`config.mk`:
```
export PLATFORM = sky130hd
export DESIGN_NAME = arsym_cell
export DESIGN_NICKNAME = d
export VERILOG_FILES = /design/src/rtl/core/address_range_symbolizer_defines.svh /design/src/rtl/core/arsym_pkg.sv /design/src/rtl/core/arsym_cell.sv
export SDC_FILE = /design/constraint.sdc
export NUM_CORES = 1
export LEC_CHECK = 0
export BUFFER_PORTS_ARGS = -buffer_cell sky130_fd_sc_hd__buf_2
export CORE_ASPECT_RATIO = 2
export CORE_MARGIN = 10
export CORE_UTILIZATION = 55
export CTS_BUF_LIST = sky130_fd_sc_hd__clkbuf_4
export CTS_CLUSTER_DIAMETER = 150
export DETAILED_ROUTE_END_ITERATION = 10
export PLACE_DENSITY = 0.83
export SLEW_MARGIN = 20
export SYNTH_ARGS = -nofsm -noshare
export SYNTH_HDL_FRONTEND = slang
export SYNTH_SLANG_ARGS = --single-unit
```
`constraint.sdc`:
```
create_clock -name clk -period 6 [get_ports clk]
set_clock_uncertainty 0.2 [all_clocks]
set_input_delay 0 -clock clk [delete_from_list [all_inputs] [get_ports clk]]
set_output_delay 0 -clock clk [all_outputs]
set_load 0.02 [all_outputs]
```
`src/rtl/core/address_range_symbolizer_defines.svh`:
```
// assertion macros for the address range symbolizer
`ifndef ADDRESS_RANGE_SYMBOLIZER_DEFINES_SVH
`define ADDRESS_RANGE_SYMBOLIZER_DEFINES_SVH

`ifndef SYNTHESIS

`define ARSYM_ASSERT_ALWAYS(label, expr) \
    label: assert property (@(posedge clk) disable iff (!rst_n) (expr)) \
        else $error("address_range_symbolizer: check failed");

`define ARSYM_ASSERT_IMPLY(label, ante, cons) \
    label: assert property (@(posedge clk) disable iff (!rst_n) (ante) |-> (cons)) \
        else $error("address_range_symbolizer: check failed");

`define ARSYM_ASSERT_NEXT(label, ante, cons) \
    label: assert property (@(posedge clk) disable iff (!rst_n) (ante) |=> (cons)) \
        else $error("address_range_symbolizer: check failed");

`else

`define ARSYM_ASSERT_ALWAYS(label, expr)
`define ARSYM_ASSERT_IMPLY(label, ante, cons)
`define ARSYM_ASSERT_NEXT(label, ante, cons)

`endif

`endif

```
`src/rtl/core/arsym_pkg.sv`:
```
`default_nettype none

package arsym_pkg;

    localparam int unsigned TABLE_DEPTH = 256;
    localparam int unsigned NEAR_LIMIT  = 4096;

    localparam int unsigned IDX_W = (TABLE_DEPTH > 1) ? $clog2(TABLE_DEPTH) : 1;
    localparam int unsigned CNT_W = $clog2(TABLE_DEPTH + 1);

    localparam int unsigned ADDR_W = 5;
    localparam int unsigned DATA_W = 64;

    typedef logic [IDX_W-1:0] idx_t;
    typedef logic [CNT_W-1:0] cnt_t;

    localparam cnt_t FULL_COUNT = cnt_t'(TABLE_DEPTH);

    // register selects, taken from paddr above the 8-byte lane
    localparam logic [1:0] REG_WINDOW_BASE   = 2'd0;
    localparam logic [1:0] REG_WINDOW_SIZE   = 2'd1;
    localparam logic [1:0] REG_FAULT_ADDRESS = 2'd2;

    localparam logic CMD_APPEND = 1'b0;
    localparam logic CMD_QUERY  = 1'b1;

    localparam logic [1:0] KIND_NONE = 2'd0;
    localparam logic [1:0] KIND_ABS  = 2'd1;
    localparam logic [1:0] KIND_RAW  = 2'd2;

    localparam logic [1:0] HINT_NONE  = 2'd0;
    localparam logic [1:0] HINT_EQUAL = 2'd1;
    localparam logic [1:0] HINT_NEAR  = 2'd2;

    localparam logic READ_RAW     = 1'b0;
    localparam logic READ_REBASED = 1'b1;

    typedef struct packed {
        logic [63:0] window_base;
        logic [32:0] window_size;
        logic [63:0] fault_address;
    } cfg_t;

    // one item travelling down the cell row
    typedef struct packed {
        logic        valid;
        logic        query;
        logic [1:0]  kind;
        logic [31:0] off;
        cnt_t        slot;
        logic [31:0] start;
        logic [31:0] length;
        logic        hit;
        idx_t        idx;
        logic [31:0] rel;
        logic [1:0]  hint;
        logic        reading;
        logic [11:0] distance;
        logic        dropped;
    } token_t;

endpackage

`default_nettype wire

```
`src/rtl/core/arsym_cell.sv`:
```
`default_nettype none

module arsym_cell (
    input  logic              clk,
    input  logic              rst_n,
    input  logic              adv,
    input  arsym_pkg::idx_t   cell_index,
    input  arsym_pkg::token_t tok_in,
    output arsym_pkg::token_t tok_out
);

    logic [31:0]       start_reg;
    logic [31:0]       length_reg;
    logic [32:0]       end_sum;
    logic              write_en;
    logic              visible;
    logic              hit;
    arsym_pkg::token_t tok_next;
    arsym_pkg::token_t tok_reg;

    assign write_en = adv && tok_in.valid && !tok_in.query && !tok_in.dropped
                      && (tok_in.slot == arsym_pkg::cnt_t'(cell_index));

    // entry exists only if it was appended before this query
    assign visible = arsym_pkg::cnt_t'(cell_index) < tok_in.slot;
    assign end_sum = {1'b0, start_reg} + {1'b0, length_reg};

    assign hit = tok_in.valid && tok_in.query && (tok_in.kind != arsym_pkg::KIND_NONE)
                 && visible && (start_reg <= tok_in.off) && ({1'b0, tok_in.off} < end_sum);

    always_comb
    begin
        tok_next = tok_in;
        if (hit)
        begin
            tok_next.hit = 1'b1;
            tok_next.idx = cell_index;
            tok_next.rel = tok_in.off - start_reg;
        end
    end

    always_ff @(posedge clk)
    begin
        if (write_en)
        begin
            start_reg  <= tok_in.start;
            length_reg <= tok_in.length;
        end
    end

    always_ff @(posedge clk or negedge rst_n)
    begin
        if (!rst_n)
        begin
            tok_reg <= '0;
        end
        else if (adv)
        begin
            tok_reg <= tok_next;
        end
    end

    assign tok_out = tok_reg;

endmodule

`default_nettype wire

```
# Word-level counts from Yosys, hierarchy flattened
# Cells that the tools add are included.
[word_totals] regBits=230 output_inout_bits=166 wordCells=35 in_bits=177
[op_classes] eq_ne=1 muxes=1 n_lt_le_gt_ge=3 add_sub_neg=2 n_reduce_logical=12
[op_table] cell="$mux W41" count=1
[op_table] cell="$add A32 B32 Y33" count=1
[op_table] cell="$lt A32 B33 Y1" count=1
[op_table] cell="$le A32 B32 Y1" count=1
[op_table] cell="$sub A32 B32 Y32" count=1
[op_table] cell="$eq A9 B8 Y1" count=1
[op_table] cell="$logic_and A1 B1 Y1" count=9
[op_table] cell="$lt A8 B9 Y1" count=1
[op_table] cell="$logic_not A1 Y1" count=2
[op_table] cell="$reduce_bool A2 Y1" count=1

# Logic depth before layout (Yosys ltp)
# Gate-level depths: netlist of the first run.
[logic_depth] ltp_word=6 depth_mapped=24 mapped_depth_nobuf=22

# Least setup slack after synthesis of the first run
# Ideal clock, no wire load.
[synth_timing] kind="input-to-reg" start="input adv" end="register length_reg[0] (enable)" arrival_ns=7.141 stages=4 path_slack_ns=-2.007 setup_time_ns=0.666 required_ns=5.134 path_buffers=2 cell_sequence="clkbuf_1 -> inv_1 -> clkbuf_1 -> nor4b_1"
[synth_via] elab_chain_len=4
[synth_rtl] item="start, declared" line_no="arsym_cell.sv:6" source="input logic adv,"
[synth_rtl] item="$logic_and A1 B1 Y1 (3 in series)" line_no="arsym_cell.sv:21" source="assign write_en = adv && tok_in.valid && !tok_in.query && !tok_in.dropped"
[synth_rtl] item="$logic_and A1 B1 Y1" line_no="arsym_cell.sv:22" source="&& (tok_in.slot == arsym_pkg::cnt_t'(cell_index));"
[synth_rtl] item="via write_en" line_no="arsym_cell.sv:15" source="logic write_en;"
[synth_rtl] item="end signal, assigned" line_no="arsym_cell.sv:47" source="length_reg <= tok_in.length;"
[synth_rtl] item="end, declared" line_no="arsym_cell.sv:13" source="logic [31:0] length_reg;"
# The timed path passes the listed nets, and every way through them passes these cells.
# A chain may end at the register's enable or synchronous reset.

# Worst setup path in the final report of the first run
[layout_timing] start="register length_reg[7]" end="register tok_reg, in the netlist tok_out[54]"
[layout_via] elab_chain_len=4
[layout_rtl] item="$add A32 B32 Y33" line_no="arsym_cell.sv:26" source="assign end_sum = {1'b0, start_reg} + {1'b0, length_reg};"
[layout_rtl] item="$lt A32 B33 Y1" line_no="arsym_cell.sv:29" source="&& visible && (start_reg <= tok_in.off) && ({1'b0, tok_in.off} < end_sum);"
[layout_rtl] item="$logic_and A1 B1 Y1" line_no="arsym_cell.sv:29"
[layout_rtl] item="$mux W41" line_no="arsym_cell.sv:34" source="if (hit)"
[layout_rtl] item="end signal, assigned" line_no="arsym_cell.sv:59" source="tok_reg <= tok_next;"
[layout_rtl] item="end, declared" line_no="arsym_cell.sv:19" source="arsym_pkg::token_t tok_reg;"
# No other way between the ends.

==> impl_metrics.csv, run 1 <==
group,metric,value,unit
status,outcome,"finished with violations",
status,violations,"negative hold slack",
grt,gr-total-overflow,0,
layout,register_area,0.00608,mm²
sta,maxClockFrequency,0.169,GHz
floorplan,ioPinCount,343,
placement,hpwlAfterDp,27.4,mm
sta,setup_viol,0,
critical_path,cp-end-kind,"flop",
power_and_ir_drop,cellLeakagePower,8.66,nW
synth,synth_fp_nets,1342,
layout,nNetsFinal,2065,
synth,yosysTopAreaCell,"dfrtp_1",
synth,ys.flop_type,"dfrtp_1",
placement,portBuffers,342,
layout,syn2layout_area_growth,50.2,%
synth,synth_area,0.0125,mm²
synth,ys_types,59,
layout,multi_input_area,0.00609,mm²
detailed_routing,wirelength,50.6,mm
floorplan,die_area,0.0294,mm²
critical_path,r2r-start,"length_reg[7]",
sta,min_period,5.92,ns
critical_path,r2r_slack,0.08,ns
floorplan,die_w,126,µm
detailed_routing,post-route-drc-count,0,
synth,seq_area_frac_synth,48.8,%
power_and_ir_drop,powerDensity,215,mW/mm²
grt,antenna_found_initial,8,
detailed_routing,wire_per_inst,24.0,µm
grt,grt_pass1_wl,75.6,mm
clocking,numCtsBuffers,50,
placement,place_congestion,0.916,
detailed_routing,avgViaCountPerCell,5.89,
critical_path,arrival,6.23,ns
critical_path,crit_path_max_fanout,10,
grt,grt_max_degree,127,
worst_hold_path,holdPathStages,4,
sta,holdWs,-0.00153,ns
job,drv_cap,0,
clocking,clockBufferDepth,3,
clocking,clk_pin_slew,0.11,ns
floorplan,fp.dieH,233,µm
clocking,htreeDepth,2,
worst_hold_path,min_to,"tok_out[38]",
layout,drive_gt1_share,32.2,%
worst_hold_path,worstHoldStart,"tok_in[38]",
detailed_routing,first_pass_iters,6,
clocking,cts_root_buf,"clkbuf_4",
placement,dp_slack,0.217,ns
critical_path,worst_setup_path_start_kind,"flop",
grt,grt_usage,32.3,%
sta,slew_headroom,34.5,%
detailed_routing,postRouteAntennaNets,0,
synth,synth.area.top_cells,"dfrtp_1 33%, edfxtp_1 15%, mux2_2 11%",
detailed_routing,vias,12400,
worst_hold_path,hp-class,"primary input to flop",
critical_path,r2r_cells,23,
synth,synth-edff-count,64,
floorplan,core.rowCount,77,
grt,first_global_vias,13600,
clocking,clock_latency,0.73,ns
floorplan,placeableCoreArea,0.0223,mm²
sta,finalHoldViolations,1,
placement,dp.cells,1652,
sta,worst_pin_slew,0.983,ns
critical_path,cp.required,6.30,ns
sta,fin_ws,0.0758,ns
clocking,cts_tree,"built",
clocking,clock-sinks,230,
power_and_ir_drop,vdd_ir_drop_max,0.211,mV
synth,yosysWarnings,0,
synth,yosysTopAreaCellShare,33.3,%
sta,drv_slew,0,
layout,nFillCells,1094,
sta,post-route-period-util,98.7,%
layout,post_layout_nonfiller_instances,2106,
critical_path,critPathKind,"flop to flop",
synth,netlist_instances,1060,
floorplan,start_util,56.0,%
layout,largest_reg_flops,166,
synth,ys_ff_latch,230,
synth,async_flop_share,72.2,%
detailed_routing,drt_first_iter_violations,1051,
synth,synth_area_per_cell,11.8,µm²
critical_path,r2r_end,"tok_out[54]",
per-layer routing:
| layer | part of all wire, % | global-route usage (%) |
|---|---|---|
| met5 | 0.026 | 0 |
| met4 | 7.7 | 22.1 |
| met3 | 8.0 | 6.99 |
| met2 | 53 | 58.7 |
| met1 | 32 | 31.8 |
metrics by stage:
step	TNS (ns)	hold WS, ns	instance area, µm²	utilization (%)	total power, mW
2_1_floorplan	0	-0.496	12500	-	2.19
3_3_place_gp	0	-0.0582	14500	64.9	2.47
3_5_place_dp	0	-0.0466	14500	64.9	2.49
4_1_cts	0	0.000837	18600	83.5	3.88
5_1_grt	-0.318	0.0129	18700	84.1	4.15
6_report	0	-0.00153	18700	84.1	4.01
synthesized netlist by cell type, types with 4 or more instances:
cell type  number
buf_6           4
o21ai_0        29
clkbuf_1       27
o21a_1         17
o211ai_1        5
nor3_1         14
or3_1           4
o31ai_1         5
a21o_1         36
mux2_2        125
a31oi_1         7
o2111ai_1       4
nand4_1        12
a21oi_1        89
nor2_1         66
xnor2_1        32
mux2i_1        36
nor4b_1         4
and3_1          4
inv_1          54
nand2_1        38
nand2b_1        7
edfxtp_1       64
nor2b_1         7
a211oi_1        7
ha_1          103
nand3_1        12
nor4_1          4
or2_2           5
xor2_1         23
dfrtp_1       166
o21bai_1        8
layout make-up:
cell class                      count  area share, %
Antenna cell                        8          0.107
Clock buffer                       72           2.89
Clock inverter                     19          0.542
Inverter                           54           1.08
Multi-Input combinational cell    744           32.5
Sequential cell                   230           32.5
Tap cell                          276           1.85
Timing Repair Buffer              703           28.5
where the power goes:
group | switching [mW] | internal, mW | leakage [nW]
registers | 0.0734 | 1.72 | 2.50
clock network | 0.698 | 0.597 | 0.386
logic | 0.495 | 0.429 | 5.77
total | 1.27 | 2.75 | 8.66
critical path, cell delays in order, from the launching register on:
cell	delay, ns
edfxtp_1	0.49
ha_1	0.38
a21oi_1	0.39
a21boi_2	0.20
a31oi_1	0.29
o21bai_1	0.13
a21oi_1	0.31
o21bai_1	0.20
nand4_1	0.13
nand4b_1	0.11
a21oi_1	0.19
xor2_1	0.11
ha_1	0.29
nand4_1	0.06
or2_2	0.32
nor3_2	0.29
o211ai_1	0.14
o221ai_1	0.29
o21ai_1	0.10
a41o_1	0.24
nand2_1	0.21
buf_6	0.23
mux2i_1	0.27
a21oi_1	0.15
worst max-delay path by stage:
stage	from	endpoint	slack, ns	cells after the start
2_1_floorplan	start_reg[12]	tok_out[27]	1.12	22
3_3_place_gp	start_reg[0]	tok_out[48]	0.34	21
3_5_place_dp	start_reg[0]	tok_out[51]	0.22	23
4_1_cts	start_reg[0]	tok_out[51]	0.19	23
5_1_grt	start_reg[5]	tok_out[36]	-0.07	21
6_report	length_reg[7]	tok_out[54]	0.08	23
placed cells by master, fill, tap and decap left out, drive strengths merged, types with 4 or more instances in the layout:
cell and instances:
buf 356, dlygate4sd3 346, dfrtp 166, mux2 125, ha 103, a21oi 92, clkbuf 73, nor2 66
edfxtp 64, inv 56, nand2 38, a21o 36, mux2i 36, o21ai 33, xnor2 32, xor2 23
o21a 17, clkinv 16, nor3 14, nand4 12, nand3 12, diode 8, o21bai 8, a211oi 8
nor2b 7, nand2b 7, a31oi 7, o31ai 6, o211ai 5, or2 5, o2111ai 4, nor4 4
or3 4, and3 4, nor4b 4
cell families (layout without fill, tap and decap cells):
group / count (synthesis) / count (layout) / synth area share (%)
adders and majority gates: 105 / 105 / 10.7
muxes: 161 / 161 / 14.2
buffers and inverters: 86 / 848 / 2.86
AOI/OAI and AO/OA: 239 / 239 / 12.6
other: 0 / 8 / 0
DFF: 230 / 230 / 48.8
and+or+nand+nor: 184 / 184 / 7.08
xor gates and xnor gates: 55 / 55 / 3.87
repair_timing:
action | 4_1_cts | 5_1_grt
hold endpoints to repair | 393 | 0
setup endpoints to repair | 0 | 41
resized for setup | 0 | 15
hold buffers | 347 | 0
buffers inserted | 0 | 8
Power figures use the tool's default switching activity.
==> run 2: changes to the inputs <==
- CORE_UTILIZATION: 55 -> 35
- PLACE_DENSITY: 0.83 -> unset
==> impl_metrics.csv, run 2 (synthesis gave the netlist of run 1 again) <==
group,metric,value,unit
grt,met1_usage,19.9,%
floorplan,start_util,35.5,%
critical_path,critPathKind,"flop to flop",
power_and_ir_drop,powerDensity,213,mW/mm²
placement,place_congestion,0.864,
placement,portBuffers,342,
clocking,cts_tree,"built",
job,drv_cap,0,
critical_path,crit_path_max_fanout,10,
grt,antenna_found_initial,4,
placement,dp.cells,1820,
worst_hold_path,hp-class,"primary input to flop",
floorplan,die_area,0.0440,mm²
layout,final_common_cell,"dlygate4sd3_1",
grt,grt_max_degree,139,
critical_path,crit_start,"start_reg[0]",
critical_path,cp-end-kind,"flop",
layout,post_layout_nonfiller_instances,2290,
power_and_ir_drop,cellLeakagePower,8.75,nW
clocking,clockBufferDepth,3,
detailed_routing,avgViaCountPerCell,4.86,
clocking,cts_root_buf,"clkbuf_4",
detailed_routing,first_pass_iters,5,
sta,min_period,5.58,ns
status,outcome,"finished, final reports clean",
layout,drive_gt1_share,32.6,%
detailed_routing,drt_first_iter_violations,367,
grt,grt_usage,19.3,%
critical_path,crit_path_top_delay_cell,"fa_1",
floorplan,fp.dieH,287,µm
sta,setup_viol,0,
floorplan,core.rowCount,97,
clocking,htreeDepth,2,
layout,nNetsFinal,2076,
floorplan,die_w,153,µm
detailed_routing,postRouteAntennaNets,0,
floorplan,ioPinCount,343,
clocking,numCtsBuffers,57,
sta,holdWs,0.132,ns
grt,met3_usage,4.01,%
grt,met2_usage,36.0,%
grt,top_usage_layer,"met2",
power_and_ir_drop,vdd_ir_drop_max,0.215,mV
clocking,clk_pin_slew,0.08,ns
floorplan,placeableCoreArea,0.0351,mm²
grt,first_global_vias,12700,
sta,maxClockFrequency,0.179,GHz
clocking,clock-sinks,230,
critical_path,r2r-start,"start_reg[0]",
detailed_routing,wirelength,43.9,mm
clocking,clock_latency,0.73,ns
critical_path,arrival,5.93,ns
critical_path,cpPeakStageDelay,0.45,ns
critical_path,cp.required,6.35,ns
detailed_routing,wire_per_inst,19.2,µm
critical_path,worst_setup_path_start_kind,"flop",
layout,mostFrequentLayoutCells,"352 x dlygate4sd3_1, 340 x buf_2, 166 x dfrtp_1",
layout,nFillCells,2979,
grt,gr-total-overflow,0,
placement,hpwlAfterDp,30.3,mm
critical_path,cp_cell_sequence,"ha_1 -> fa_1 -> a211oi_2 -> o21ai_1 -> a41oi_2 -> o2111ai_1 -> a21oi_2 -> o21ai_0 -> nand3_1 -> nand2_1 -> xnor2_1 -> ha_1 -> a21o_1 -> a21oi_1 -> o21ai_1 -> a41oi_1 -> a2111oi_2 -> o21ai_0 -> a41o_1 -> nand2_1 -> buf_6 -> mux2i_1 -> a21oi_1",
grt,grt_pass1_wl,68.5,mm
sta,slew_headroom,28.9,%
sta,fin_setup_tns,0,ns
sta,drv_slew,0,
sta,finalHoldViolations,0,
sta,rsz0062_at_grt,"no",
detailed_routing,vias,11100,
detailed_routing,post-route-drc-count,0,
layout,syn2layout_area_growth,53.1,%
sta,worst_pin_slew,1.07,ns
sta,post-route-period-util,93.0,%
worst_hold_path,worstHoldStart,"tok_in[47]",
layout,largest_reg_flops,166,
[run 2: cell count changes in the layout (fill, tap and decap cells not counted), sizes merged]
| cell | before | now |
|---|---|---|
| buf | 356 | 353 |
| bufinv | 1 | 2 |
| clkbuf | 73 | 86 |
| clkinv | 16 | 18 |
| clkinvlp | 0 | 1 |
| diode | 8 | 5 |
| dlygate4sd3 | 346 | 352 |
| inv | 56 | 54 |
[run 2: worst max-delay path, delay by kind of cell (launching register included)]
kind	cells	cell delay [ns]
AO/OA/AOI/OAI	14	2.78
XOR/XNOR	1	0.13
adder cells (fa/ha/maj)	3	1.02
buffers and inverters	1	0.23
flip-flops	1	0.41
multiplexers	1	0.25
AND/OR/NAND/NOR	3	0.38
[run 2: final timing paths]
check | to | slack, ns | cells past startpoint
worst min register to register | tok_out[4] | 0.30 | 1
max in group asynchronous | tok_out[115] | 4.53 | 4
worst max register to register | tok_out[52] | 0.42 | 23
worst min-delay path | tok_out[47] | 0.13 | 5
min in group asynchronous | tok_out[91] | 0.31 | 4
worst max-delay path | tok_out[52] | 0.42 | 23
[run 2: timing repair]
| action | in CTS | in global routing |
|---|---|---|
| hold endpoints to repair | 393 | 0 |
| resized for setup | 1 | 7 |
| buffers inserted | 0 | 7 |
| hold buffers | 353 | 0 |
| pin swaps | 0 | 1 |
| setup endpoints to repair | 1 | 41 |
[run 2: routing by layer]
metal | wire (µm) | vias up | part of all wire (%)
met1 | 16200 | 5224 | 37
li1 | - | 5400 | -
met5 | 0 | - | 0
met3 | 2330 | 111 | 5.3
met4 | 1910 | 0 | 4.4
met2 | 23500 | 384 | 54
[run 2: cell type report]
| cell class | instances | area, µm² | share of cell area (%) |
|---|---|---|---|
| flip-flops and latches | 230 | 6080 | 31.8 |
| multi-input cells | 744 | 6060 | 31.8 |
| repair buffers | 707 | 5390 | 28.2 |
| clock buffers | 84 | 631 | 3.31 |
| well taps | 445 | 557 | 2.92 |
| inverters | 54 | 203 | 1.06 |
| clock inverters | 21 | 151 | 0.793 |
| diodes | 5 | 12.5 | 0.0656 |
[run 2: power by group]
group	leakage, nW	switching (mW)	internal, mW
combinational	5.79	0.463	0.428
clock	0.467	0.665	0.734
sequential	2.50	0.0607	1.72
[run 2: stage by stage]
step	setup slack, ns	power, mW	utilization, %	instance area, µm²
after global routing	0.0108	4.29	54.4	19100
after global placement	0.154	2.49	41.8	14700
final	0.421	4.07	54.4	19100
after CTS	0.116	4.13	54.1	19000
after detailed placement	0.0224	2.51	41.8	14700
after floorplan	1.12	2.19	-	12500
